### src/rtl/timed_event_queue_assert.svh
`ifndef TIMED_EVENT_QUEUE_ASSERT_SVH
`define TIMED_EVENT_QUEUE_ASSERT_SVH

// Checks that a condition implies a consequence in the same cycle.
`define TEQ_ASSERT_IMP(lbl, clk, rst_n, cond, prop) \
    lbl: assert property (@(posedge clk) disable iff (!rst_n) (cond) |-> (prop)) \
        else $error("assertion failed");

// Checks that a condition implies a consequence in the next cycle.
`define TEQ_ASSERT_NEXT(lbl, clk, rst_n, cond, prop) \
    lbl: assert property (@(posedge clk) disable iff (!rst_n) (cond) |=> (prop)) \
        else $error("assertion failed");

`endif

### src/rtl/teq_pkg.sv
package teq_pkg;

    localparam logic [1:0] KIND_SCHEDULE = 2'd0;
    localparam logic [1:0] KIND_ADVANCE  = 2'd1;
    localparam logic [1:0] KIND_DISPATCH = 2'd2;
    localparam logic [1:0] KIND_UNUSED   = 2'd3;

    localparam int MAX_RESULTS = 64;

    typedef enum logic [3:0] {
        ST_IDLE,
        ST_INIT,
        ST_SCHED_RD,
        ST_SCHED_CMP,
        ST_WALK_RD,
        ST_WALK_CMP,
        ST_DISP_RD,
        ST_DISP_CHK,
        ST_DISP_OUT
    } state_t;

    // Payload stored for one slot.
    typedef struct packed {
        logic [63:0] due;
        logic [31:0] id;
        logic [31:0] parent;
        logic [7:0]  etype;
        logic [31:0] source;
        logic [31:0] param;
    } slot_data_t;

endpackage

### src/rtl/teq_ctrl.sv
// Sequencer for insert walk, dispatch and list bookkeeping.
module teq_ctrl #(
    parameter int SLOTS = 64,
    parameter int AW    = 6
) (
    input  logic                clk,
    input  logic                rst_n,
    input  logic                in_valid,
    output logic                in_ready,
    input  logic [1:0]          in_kind,
    input  logic [31:0]         in_delay,
    input  logic [31:0]         in_advance,
    input  teq_pkg::slot_data_t in_payload,
    output logic                o_valid,
    input  logic                o_ready,
    output teq_pkg::slot_data_t o_data,
    output logic                o_last,
    output logic                data_we,
    output logic [AW-1:0]       data_waddr,
    output teq_pkg::slot_data_t data_wdata,
    output logic [AW-1:0]       data_raddr,
    input  teq_pkg::slot_data_t data_rdata,
    output logic                link_we,
    output logic [AW-1:0]       link_waddr,
    output logic [AW-1:0]       link_wdata,
    output logic [AW-1:0]       link_raddr,
    input  logic [AW-1:0]       link_rdata
);
    localparam logic [AW-1:0] LAST_SLOT = AW'(SLOTS - 1);
    localparam int CW = $clog2(SLOTS + 1);
    localparam int NW = $clog2(teq_pkg::MAX_RESULTS + 1);

    teq_pkg::state_t state_reg, state_next;
    logic [63:0]     time_reg, time_next;
    logic [31:0]     id_reg, id_next;
    logic [AW-1:0]   qhead_reg, qhead_next, fhead_reg, fhead_next;
    logic [CW-1:0]   qcnt_reg, qcnt_next, fcnt_reg, fcnt_next;
    logic [AW-1:0]   init_reg, init_next;
    logic [AW-1:0]   new_reg, new_next;
    logic [AW-1:0]   cur_reg, cur_next;
    logic [CW-1:0]   rem_reg, rem_next;
    logic [63:0]     due_reg, due_next;
    logic [NW-1:0]   n_reg, n_next;
    logic            ov_reg, ov_next;
    logic            ofin_reg, ofin_next;
    logic            ol_reg, ol_next;
    teq_pkg::slot_data_t od_reg, od_next;
    logic            o_take;
    logic            pend_reg;

    // A held event is shown only once it is known whether it is the last one.
    assign o_valid  = ov_reg && ofin_reg;
    assign o_take   = o_valid && o_ready;
    assign in_ready = (state_reg == teq_pkg::ST_IDLE);
    assign o_data   = od_reg;
    assign o_last   = ol_reg;

    always_comb
    begin
        state_next = state_reg;
        case (state_reg)
            teq_pkg::ST_INIT:
            begin
                if (init_reg == LAST_SLOT)
                begin
                    state_next = teq_pkg::ST_IDLE;
                end
            end
            teq_pkg::ST_IDLE:
            begin
                if (in_valid && in_ready)
                begin
                    if (in_kind == teq_pkg::KIND_SCHEDULE && fcnt_reg != '0)
                    begin
                        state_next = teq_pkg::ST_SCHED_RD;
                    end
                    else if (in_kind == teq_pkg::KIND_DISPATCH)
                    begin
                        state_next = teq_pkg::ST_DISP_RD;
                    end
                end
            end
            teq_pkg::ST_SCHED_RD:  state_next = teq_pkg::ST_SCHED_CMP;
            teq_pkg::ST_SCHED_CMP:
            begin
                if (qcnt_reg == '0 || due_reg < data_rdata.due || qcnt_reg == CW'(1))
                begin
                    state_next = teq_pkg::ST_IDLE;
                end
                else
                begin
                    state_next = teq_pkg::ST_WALK_RD;
                end
            end
            teq_pkg::ST_WALK_RD:   state_next = teq_pkg::ST_WALK_CMP;
            teq_pkg::ST_WALK_CMP:
            begin
                if (data_rdata.due > due_reg || rem_reg == CW'(1))
                begin
                    state_next = teq_pkg::ST_IDLE;
                end
                else
                begin
                    state_next = teq_pkg::ST_WALK_RD;
                end
            end
            teq_pkg::ST_DISP_RD:
            begin
                if (qcnt_reg == '0 || n_reg == NW'(teq_pkg::MAX_RESULTS))
                begin
                    state_next = teq_pkg::ST_IDLE;
                end
                else
                begin
                    state_next = teq_pkg::ST_DISP_CHK;
                end
            end
            teq_pkg::ST_DISP_CHK:
            begin
                if (data_rdata.due > time_reg)
                begin
                    state_next = teq_pkg::ST_IDLE;
                end
                else
                begin
                    state_next = teq_pkg::ST_DISP_OUT;
                end
            end
            teq_pkg::ST_DISP_OUT:
            begin
                if (!ov_reg || o_take)
                begin
                    state_next = teq_pkg::ST_DISP_RD;
                end
            end
            default: state_next = teq_pkg::ST_IDLE;
        endcase
    end

    always_comb
    begin
        time_next  = time_reg;
        id_next    = id_reg;
        qhead_next = qhead_reg;
        fhead_next = fhead_reg;
        qcnt_next  = qcnt_reg;
        fcnt_next  = fcnt_reg;
        init_next  = init_reg;
        new_next   = new_reg;
        cur_next   = cur_reg;
        rem_next   = rem_reg;
        due_next   = due_reg;
        n_next     = n_reg;
        ov_next    = ov_reg && !o_take;
        ofin_next  = ofin_reg;
        ol_next    = ol_reg;
        od_next    = od_reg;
        data_we    = 1'b0;
        data_waddr = new_reg;
        data_wdata = in_payload;
        data_raddr = qhead_reg;
        link_we    = 1'b0;
        link_waddr = init_reg;
        link_wdata = init_reg + AW'(1);
        link_raddr = fhead_reg;
        case (state_reg)
            teq_pkg::ST_INIT:
            begin
                link_we = 1'b1;
                if (init_reg == LAST_SLOT)
                begin
                    link_wdata = '0;
                end
                init_next = init_reg + AW'(1);
            end
            teq_pkg::ST_IDLE:
            begin
                if (in_valid && in_ready)
                begin
                    case (in_kind)
                        teq_pkg::KIND_SCHEDULE:
                        begin
                            if (fcnt_reg != '0)
                            begin
                                // Slot payload written now; free link read below.
                                data_we    = 1'b1;
                                data_waddr = fhead_reg;
                                data_wdata = in_payload;
                                data_wdata.due = time_reg + {32'd0, in_delay};
                                data_wdata.id  = id_reg;
                                due_next   = data_wdata.due;
                                new_next   = fhead_reg;
                                id_next    = id_reg + 32'd1;
                                fcnt_next  = fcnt_reg - CW'(1);
                            end
                        end
                        teq_pkg::KIND_ADVANCE:
                            time_next = time_reg + {32'd0, in_advance};
                        teq_pkg::KIND_DISPATCH:
                            n_next = '0;
                        default: ;
                    endcase
                end
            end
            teq_pkg::ST_SCHED_RD:
            begin
                // Free-list successor of the taken slot becomes the free head.
                fhead_next = link_rdata;
                data_raddr = qhead_reg;
                link_raddr = qhead_reg;
            end
            teq_pkg::ST_SCHED_CMP:
            begin
                if (qcnt_reg == '0 || due_reg < data_rdata.due)
                begin
                    link_we    = 1'b1;
                    link_waddr = new_reg;
                    link_wdata = qhead_reg;
                    qhead_next = new_reg;
                    qcnt_next  = qcnt_reg + CW'(1);
                end
                else if (qcnt_reg == CW'(1))
                begin
                    link_we    = 1'b1;
                    link_waddr = qhead_reg;
                    link_wdata = new_reg;
                    qcnt_next  = qcnt_reg + CW'(1);
                end
                else
                begin
                    cur_next   = qhead_reg;
                    rem_next   = qcnt_reg - CW'(1);
                    link_raddr = qhead_reg;
                end
            end
            teq_pkg::ST_WALK_RD:
            begin
                // link_rdata holds link of cur; read that successor's data.
                // The new slot points at that successor in case the walk stops here.
                data_raddr = link_rdata;
                link_raddr = cur_reg;
                link_we    = 1'b1;
                link_waddr = new_reg;
                link_wdata = link_rdata;
            end
            teq_pkg::ST_WALK_CMP:
            begin
                if (data_rdata.due > due_reg || rem_reg == CW'(1))
                begin
                    link_we    = 1'b1;
                    link_wdata = new_reg;
                    if (data_rdata.due > due_reg)
                    begin
                        link_waddr = cur_reg;
                    end
                    else
                    begin
                        link_waddr = link_rdata;
                    end
                    qcnt_next = qcnt_reg + CW'(1);
                end
                else
                begin
                    cur_next   = link_rdata;
                    rem_next   = rem_reg - CW'(1);
                    link_raddr = link_rdata;
                end
            end
            teq_pkg::ST_DISP_RD:
            begin
                data_raddr = qhead_reg;
                link_raddr = qhead_reg;
                if (qcnt_reg == '0 || n_reg == NW'(teq_pkg::MAX_RESULTS))
                begin
                    if (ov_reg && !ofin_reg)
                    begin
                        ofin_next = 1'b1;
                        ol_next   = 1'b1;
                    end
                end
            end
            teq_pkg::ST_DISP_CHK:
            begin
                cur_next = link_rdata;
                if (data_rdata.due > time_reg)
                begin
                    if (ov_reg && !ofin_reg)
                    begin
                        ofin_next = 1'b1;
                        ol_next   = 1'b1;
                    end
                end
                else
                begin
                    // Another event is due, so the held one is not the last.
                    ofin_next = 1'b1;
                end
            end
            teq_pkg::ST_DISP_OUT:
            begin
                if (!ov_reg || o_take)
                begin
                    ov_next    = 1'b1;
                    ofin_next  = 1'b0;
                    ol_next    = 1'b0;
                    od_next    = data_rdata;
                    link_we    = 1'b1;
                    link_waddr = qhead_reg;
                    link_wdata = fhead_reg;
                    fhead_next = qhead_reg;
                    qhead_next = cur_reg;
                    qcnt_next  = qcnt_reg - CW'(1);
                    fcnt_next  = fcnt_reg + CW'(1);
                    n_next     = n_reg + NW'(1);
                end
            end
            default: ;
        endcase
    end

    always_ff @(posedge clk or negedge rst_n)
    begin
        if (!rst_n)
        begin
            state_reg <= teq_pkg::ST_INIT;
            time_reg  <= '0;
            id_reg    <= 32'd1;
            qhead_reg <= '0;
            fhead_reg <= '0;
            qcnt_reg  <= '0;
            fcnt_reg  <= CW'(SLOTS);
            init_reg  <= '0;
            ov_reg    <= 1'b0;
            ofin_reg  <= 1'b0;
            ol_reg    <= 1'b0;
            n_reg     <= '0;
            pend_reg  <= 1'b0;
        end
        else
        begin
            state_reg <= state_next;
            time_reg  <= time_next;
            id_reg    <= id_next;
            qhead_reg <= qhead_next;
            fhead_reg <= fhead_next;
            fcnt_reg  <= fcnt_next;
            qcnt_reg  <= qcnt_next;
            init_reg  <= init_next;
            ov_reg    <= ov_next;
            ofin_reg  <= ofin_next;
            ol_reg    <= ol_next;
            n_reg     <= n_next;
            pend_reg  <= (state_reg == teq_pkg::ST_IDLE) && (state_next == teq_pkg::ST_SCHED_RD);
        end
    end

    always_ff @(posedge clk)
    begin
        new_reg <= new_next;
        cur_reg <= cur_next;
        rem_reg <= rem_next;
        due_reg <= due_next;
        od_reg  <= od_next;
    end

    `include "timed_event_queue_assert.svh"
    `TEQ_ASSERT_IMP(a_count_sum, clk, rst_n, state_reg == teq_pkg::ST_IDLE,
        (qcnt_reg + fcnt_reg) == CW'(SLOTS))
    `TEQ_ASSERT_NEXT(a_out_hold, clk, rst_n, o_valid && !o_ready,
        o_valid && o_data == $past(o_data) && o_last == $past(o_last))
    `TEQ_ASSERT_NEXT(a_sched_seq, clk, rst_n, pend_reg,
        state_reg == teq_pkg::ST_SCHED_CMP)
endmodule

### config.mk
export PLATFORM = sky130hd
export DESIGN_NAME = teq_ctrl
export DESIGN_NICKNAME = d
export VERILOG_FILES = /design/src/rtl/teq_pkg.sv /design/src/rtl/teq_ctrl.sv
export VERILOG_INCLUDE_DIRS = /design/src /design/src/rtl
export SDC_FILE = /design/constraint.sdc
export NUM_CORES = 1
export LEC_CHECK = 0
export ABC_CLOCK_PERIOD_IN_PS = 10900
export BUFFER_PORTS_ARGS = -buffer_cell sky130_fd_sc_hd__clkbuf_2
export CORE_AREA = 5 5 355 357
export CTS_BUF_LIST = sky130_fd_sc_hd__clkbuf_4 sky130_fd_sc_hd__clkbuf_8 sky130_fd_sc_hd__clkbuf_16
export CTS_CLUSTER_SIZE = 10
export DETAILED_ROUTE_END_ITERATION = 10
export DIE_AREA = 0 0 360 362
export GPL_TIMING_DRIVEN = 0
export SYNTH_ARGS = -nofsm -noshare
export SYNTH_HDL_FRONTEND = slang
export SYNTH_SLANG_ARGS = --single-unit
### constraint.sdc
create_clock -name clk -period 10.9 [get_ports clk]
set_input_delay 0.545 -clock clk [delete_from_list [all_inputs] [get_ports clk]]
set_output_delay 0.545 -clock clk [all_outputs]
set_load 0.01 [all_outputs]
Yosys cells after proc, flatten, opt, wreduce, memory -nomap -nowiden
Index checks and enable logic that the tools add are counted.
Widths: inputs -> output; s select.
{ "totals": {"ramBits": 0, "elab_cells": 186, "in_bits": 476, "memories": 0, "out_inout_bits": 435, "mem_bits_ro": 0, "regBits": 425, "latchBits": 0} }
{ "op_classes": {"n_reduce_logical": 40, "n_addsub": 10, "n_eq_ne": 29, "n_mul": 0, "bitwise_logic": 0, "div": 0, "muxes": 82, "n_shift": 0, "magnitude_cmp": 3} }
{ "ops": {"columns": ["cell", "n"], "rows": [
  ["$mux 200", 4],
  ["$mux 6", 24],
  ["$add 64x32->64", 2],
  ["$gt 64x64->1", 2],
  ["$mux 7", 14],
  ["$lt 64x64->1", 1],
  ["$pmux 6 s4", 2],
  ["$pmux 7 s2", 3],
  ["$pmux 4 s9", 1],
  ["$add 32x1->32 const B", 1],
  ["$pmux 6 s5", 1],
  ["$reduce_and 4->1", 7],
  ["$mux 4", 6],
  ["$pmux 6 s2", 2],
  ["$add 7x1->7 const B", 3],
  ["$pmux 7 s3", 1],
  ["$sub 7x1->7 const B", 3],
  ["$ne 2x2->1 const B", 9],
  ["$pmux 6 s3", 1],
  ["$mux 1", 17],
  ["$eq 4x3->1 const B", 4],
  ["$eq 7x1->1 const B", 2],
  ["$mux 3", 3],
  ["$reduce_and 3->1", 3],
  ["other kinds (25)", 48]
]} }

Longest topological paths before layout
{ "depth": {"ltp_word": 6, "ltp_mapped": 14, "mapped_depth_nobuf": 12} }

Worst setup path before layout
OpenSTA, ideal clock, no wires.
{ "synth_timing": {"path_kind": "register -> output", "startpoint": "register state_reg[2]", "endpoint": "output port link_waddr[0]", "t_required_ns": 10.355, "stages_incl_launch_ff": 9, "n_path_buf": 2, "arrival_time_ns": 8.011, "setup_slack_ns": 2.344, "path_cell_list": "dfrtp_1 > clkbuf_1 > nand2b_1 > nor3_1 > nand2_1 > clkinv_1 > buf_1 > a222oi_1 > o221ai_1"} }
{ "synth_via": {"elab_chain_len": 2, "word_cells_on_any_way": 5, "classes_between": "eq/ne: 4; mux: 1"} }
{ "synth_lines": {"columns": ["item", "line_no", "rtl"], "rows": [
  ["from (decl)", "teq_ctrl.sv:33", "teq_pkg::state_t state_reg, state_next;"],
  ["from (signal assigned)", "teq_ctrl.sv:325", "state_reg <= teq_pkg::ST_INIT;"],
  ["from (signal assigned)", "teq_ctrl.sv:341", "state_reg <= state_next;"],
  ["$eq 4x4->1, or another cell as far along", "teq_ctrl.sv:166", "case (state_reg)"],
  ["$pmux 6 s4 (*)", "teq_ctrl.sv:166", null],
  ["to (decl)", "teq_ctrl.sv:24", "output logic [AW-1:0] link_waddr,"]
]} }
Mark *: on every way between the ends. The rest lies on a longest branch, timed or not.

==> impl_metrics.yaml <==
min_path:
  hold_class: "primary input to flip-flop"
  min_from: "data_rdata[71]"
layout:
  multi_input_area_sq_um: 11770
  final_area_sq_um: 33690
  fill_cells: 13070
  largest_reg_flops: 200
  seqCellArea_sq_um: 12000
  area_growth_pct: 32.17
  utilization_pct: 27.47
  nets: 4059
  drive_above_1_share_pct: 32.46
sta:
  whs_ns: 0.08118
  rsz0062_at_grt: "no"
  min_period_over_period_pct: 55.74
  max_freq_mhz: 164.6
  finClkSkew_ns: 0.03373
  drv_slew: 0
  worst_pin_slew_ns: 1.309
  layout_min_cycle_time_ns: 6.076
  finalHoldViolCount: 0
  setup_viol_count_final: 0
  setup_ws_ns: 4.824
  relSlewSlack_pct: 12.16
placed_design:
  gp_congestion: 0.9316
  postPlaceCellArea_sq_um: 31780
  pre_cts_slack_ns: 5.222
  portBuffers: 806
  place.detailed.hpwl_mm: 90.35
logic_synthesis:
  synth_edf_count: 277
  synth_area_sq_um: 25490
  synth.distinct_cells: 81
  syn_inst: 2498
  syn_avg_cell_area_sq_um: 10.21
  syn_nets: 3183
  synth_ff_type: "edfxtp_1"
  synth_seq_area_share_pct: 47.05
  async_flop_share_pct: 33.41
  yosysWarnings: 0
  synth_seq_cells: 425
detailed_routing:
  drc: 0
  routed_wl_mm: 108.2
  drt-initial-drc-count: 1695
  drtAntennaViolNets: 0
  drt-vias-per-instance: 4.429
  wire_per_inst_um: 21.40
  dr.pass1.iters: 8
  num_vias: 22400
run_status:
  status: "complete, no violations"
floorplan:
  dieHeight_um: 362
  die_area_sq_um: 130300
  initial_core_util_pct: 20.78
  ios: 911
  die_w_um: 360
  fp-row-count: 129
  core_area_sq_um: 122700
worst_setup_path:
  path_max_fanout: 26
  worstPathRequired_ns: 10.36
  critPathLaunch: "state_reg[1]"
  end_kind: "output pin"
  cp-start-kind: "flip-flop"
  crit_type: "flip-flop to output pin"
  r2r_start: "due_reg[46]"
  critPathArrivalTime_ns: 5.53
clock_tree:
  cts_made_buffers: 56
  cts_setup_buffers: 0
  cts_sinks: 425
  hold_buffers: 3
  clk_pin_slew_ns: 0.06
  clockBufferDepth: 3
  htree_levels: 2
  cts_tree: "done"
  clk_latency_ns: 0.64
  root_buffer: "clkbuf_16"
  cts_repair_resize_count: 0
grt:
  grt_pass1_vias: 22010
  grt_overflow: 0
  track_usage_pct: 15.71
  antenna_found_initial: 11
  grt_pass1_wl_mm: 152.3
  grt_max_degree: 79
job:
  max-cap-violations: 0
power:
  ir_drop_v: 0.0001190
  p_leak_uw: 0.01537
  p_total_uw: 6968
  p_per_area_nw_per_um2: 206.8
==> synth_stat cells (20+ instances only) <==
cell	instances	share of area, %
mux2_2	63	2.8
clkbuf_1	58	0.85
dfrtp_1	139	14
nor4_1	21	0.52
xor2_1	42	1.4
inv_1	172	2.5
ha_1	206	10
a21oi_1	127	2.5
nand3_1	79	1.6
and3_1	20	0.49
nor2_1	126	1.9
nand2_1	339	5.0
a21o_1	68	2.0
edfxtp_1	277	33
nand4_1	53	1.3
nor3_1	47	0.92
xnor2_1	131	4.5
mux2i_1	24	0.94
buf_4	104	3.1
o21ai_0	121	2.4
==> per-stage QoR <==
stage	setup TNS [ns]	instances
floorplan	0	2498
global placement	-109.75	4941
detailed placement	0	4950
CTS	0	5053
global route	0	5053
finish	0	5056
==> path summary, 6_finish.rpt <==
kind                       slack, ns  depth (start not counted)              end
setup / recovery                4.82                         12  data_wdata[143]
hold / removal                  0.08                          1       o_data[71]
setup reg to reg                6.13                         11       rem_reg[1]
hold reg to reg                 0.47                          1       id_reg[31]
max in group asynchronous       9.49                          3      time_reg[1]
min in group asynchronous       0.52                          2     fhead_reg[1]
==> cell usage in the layout, fill, tap and decap left out, types with 10 or more instances in the layout <==
cell type and n:
nand4_1 53, a211oi_1 10, mux2i_1 24, a31oi_1 11, and3_1 20, nand3_1 79
nor2b_1 19, a22oi_1 12, o211ai_1 11, a221o_1 10, mux2_2 63, nor3_1 47
o21a_1 16, inv_1 172, a21o_1 68, nor2_1 126, clkbuf_4 18, a21oi_1 127
o21bai_1 13, o21ai_0 121, xor2_1 42, nand2_1 339, nor4_1 21, clkbuf_16 57
buf_4 104, xnor2_1 131, clkbuf_1 57, edfxtp_1 277, ha_1 206, o31ai_1 13
buf_1 13, clkbuf_2 806, dfrtp_1 139
==> worst max-delay path, stage by stage (launching register included) <==
cell and delay, ns:
dfrtp_1 0.35, clkbuf_1 0.19, or4_1 0.59, inv_1 0.24, nand3_2 0.51, inv_2 0.78, buf_2 0.55, buf_2 0.62
buf_12 0.28, buf_12 0.22, nand2_1 0.13, nand2_1 0.16, clkbuf_2 0.16
==> cell type report <==
type / count / area share, %
Antenna cell: 3 / 0.02228
Tap cell: 1637 / 6.079
Multi-Input combinational cell: 1715 / 34.92
Buffer: 182 / 3.216
Sequential cell: 425 / 35.60
Inverter: 176 / 1.961
Clock inverter: 25 / 0.9246
Timing Repair Buffer: 818 / 12.64
Clock buffer: 75 / 4.634
==> layer usage <==
metal  wire length, um  track usage (%)  vias to the layer above
met5                56                0                        -
met4              2707            3.940                       10
met3              7920            3.629                      130
met2             52450            27.42                      928
met1             45070            19.66                    10710
li1                  -                -                    10620
==> logic make-up (layout without fill, tap and decap cells) <==
| logic type | Yosys count | after routing | synth area share [%] |
|---|---|---|---|
| XOR/XNOR | 173 | 173 | 5.943 |
| AO/OA/AOI/OAI | 488 | 488 | 12.48 |
| adder cells (fa/ha/maj) | 209 | 209 | 10.35 |
| multiplexers | 87 | 87 | 3.725 |
| other | 0 | 3 | 0 |
| flip-flops | 425 | 425 | 47.05 |
| buffers and inverters | 358 | 1276 | 6.822 |
| AND/OR/NAND/NOR | 758 | 758 | 13.63 |
==> power breakdown <==
part           switching [uW]  leakage, uW  internal, uW
registers                 215      0.00429          1970
clock network             763     0.000936          1140
logic                    1780       0.0101          1100
total                    2760       0.0154          4210
(Power assumes the default switching activity.)
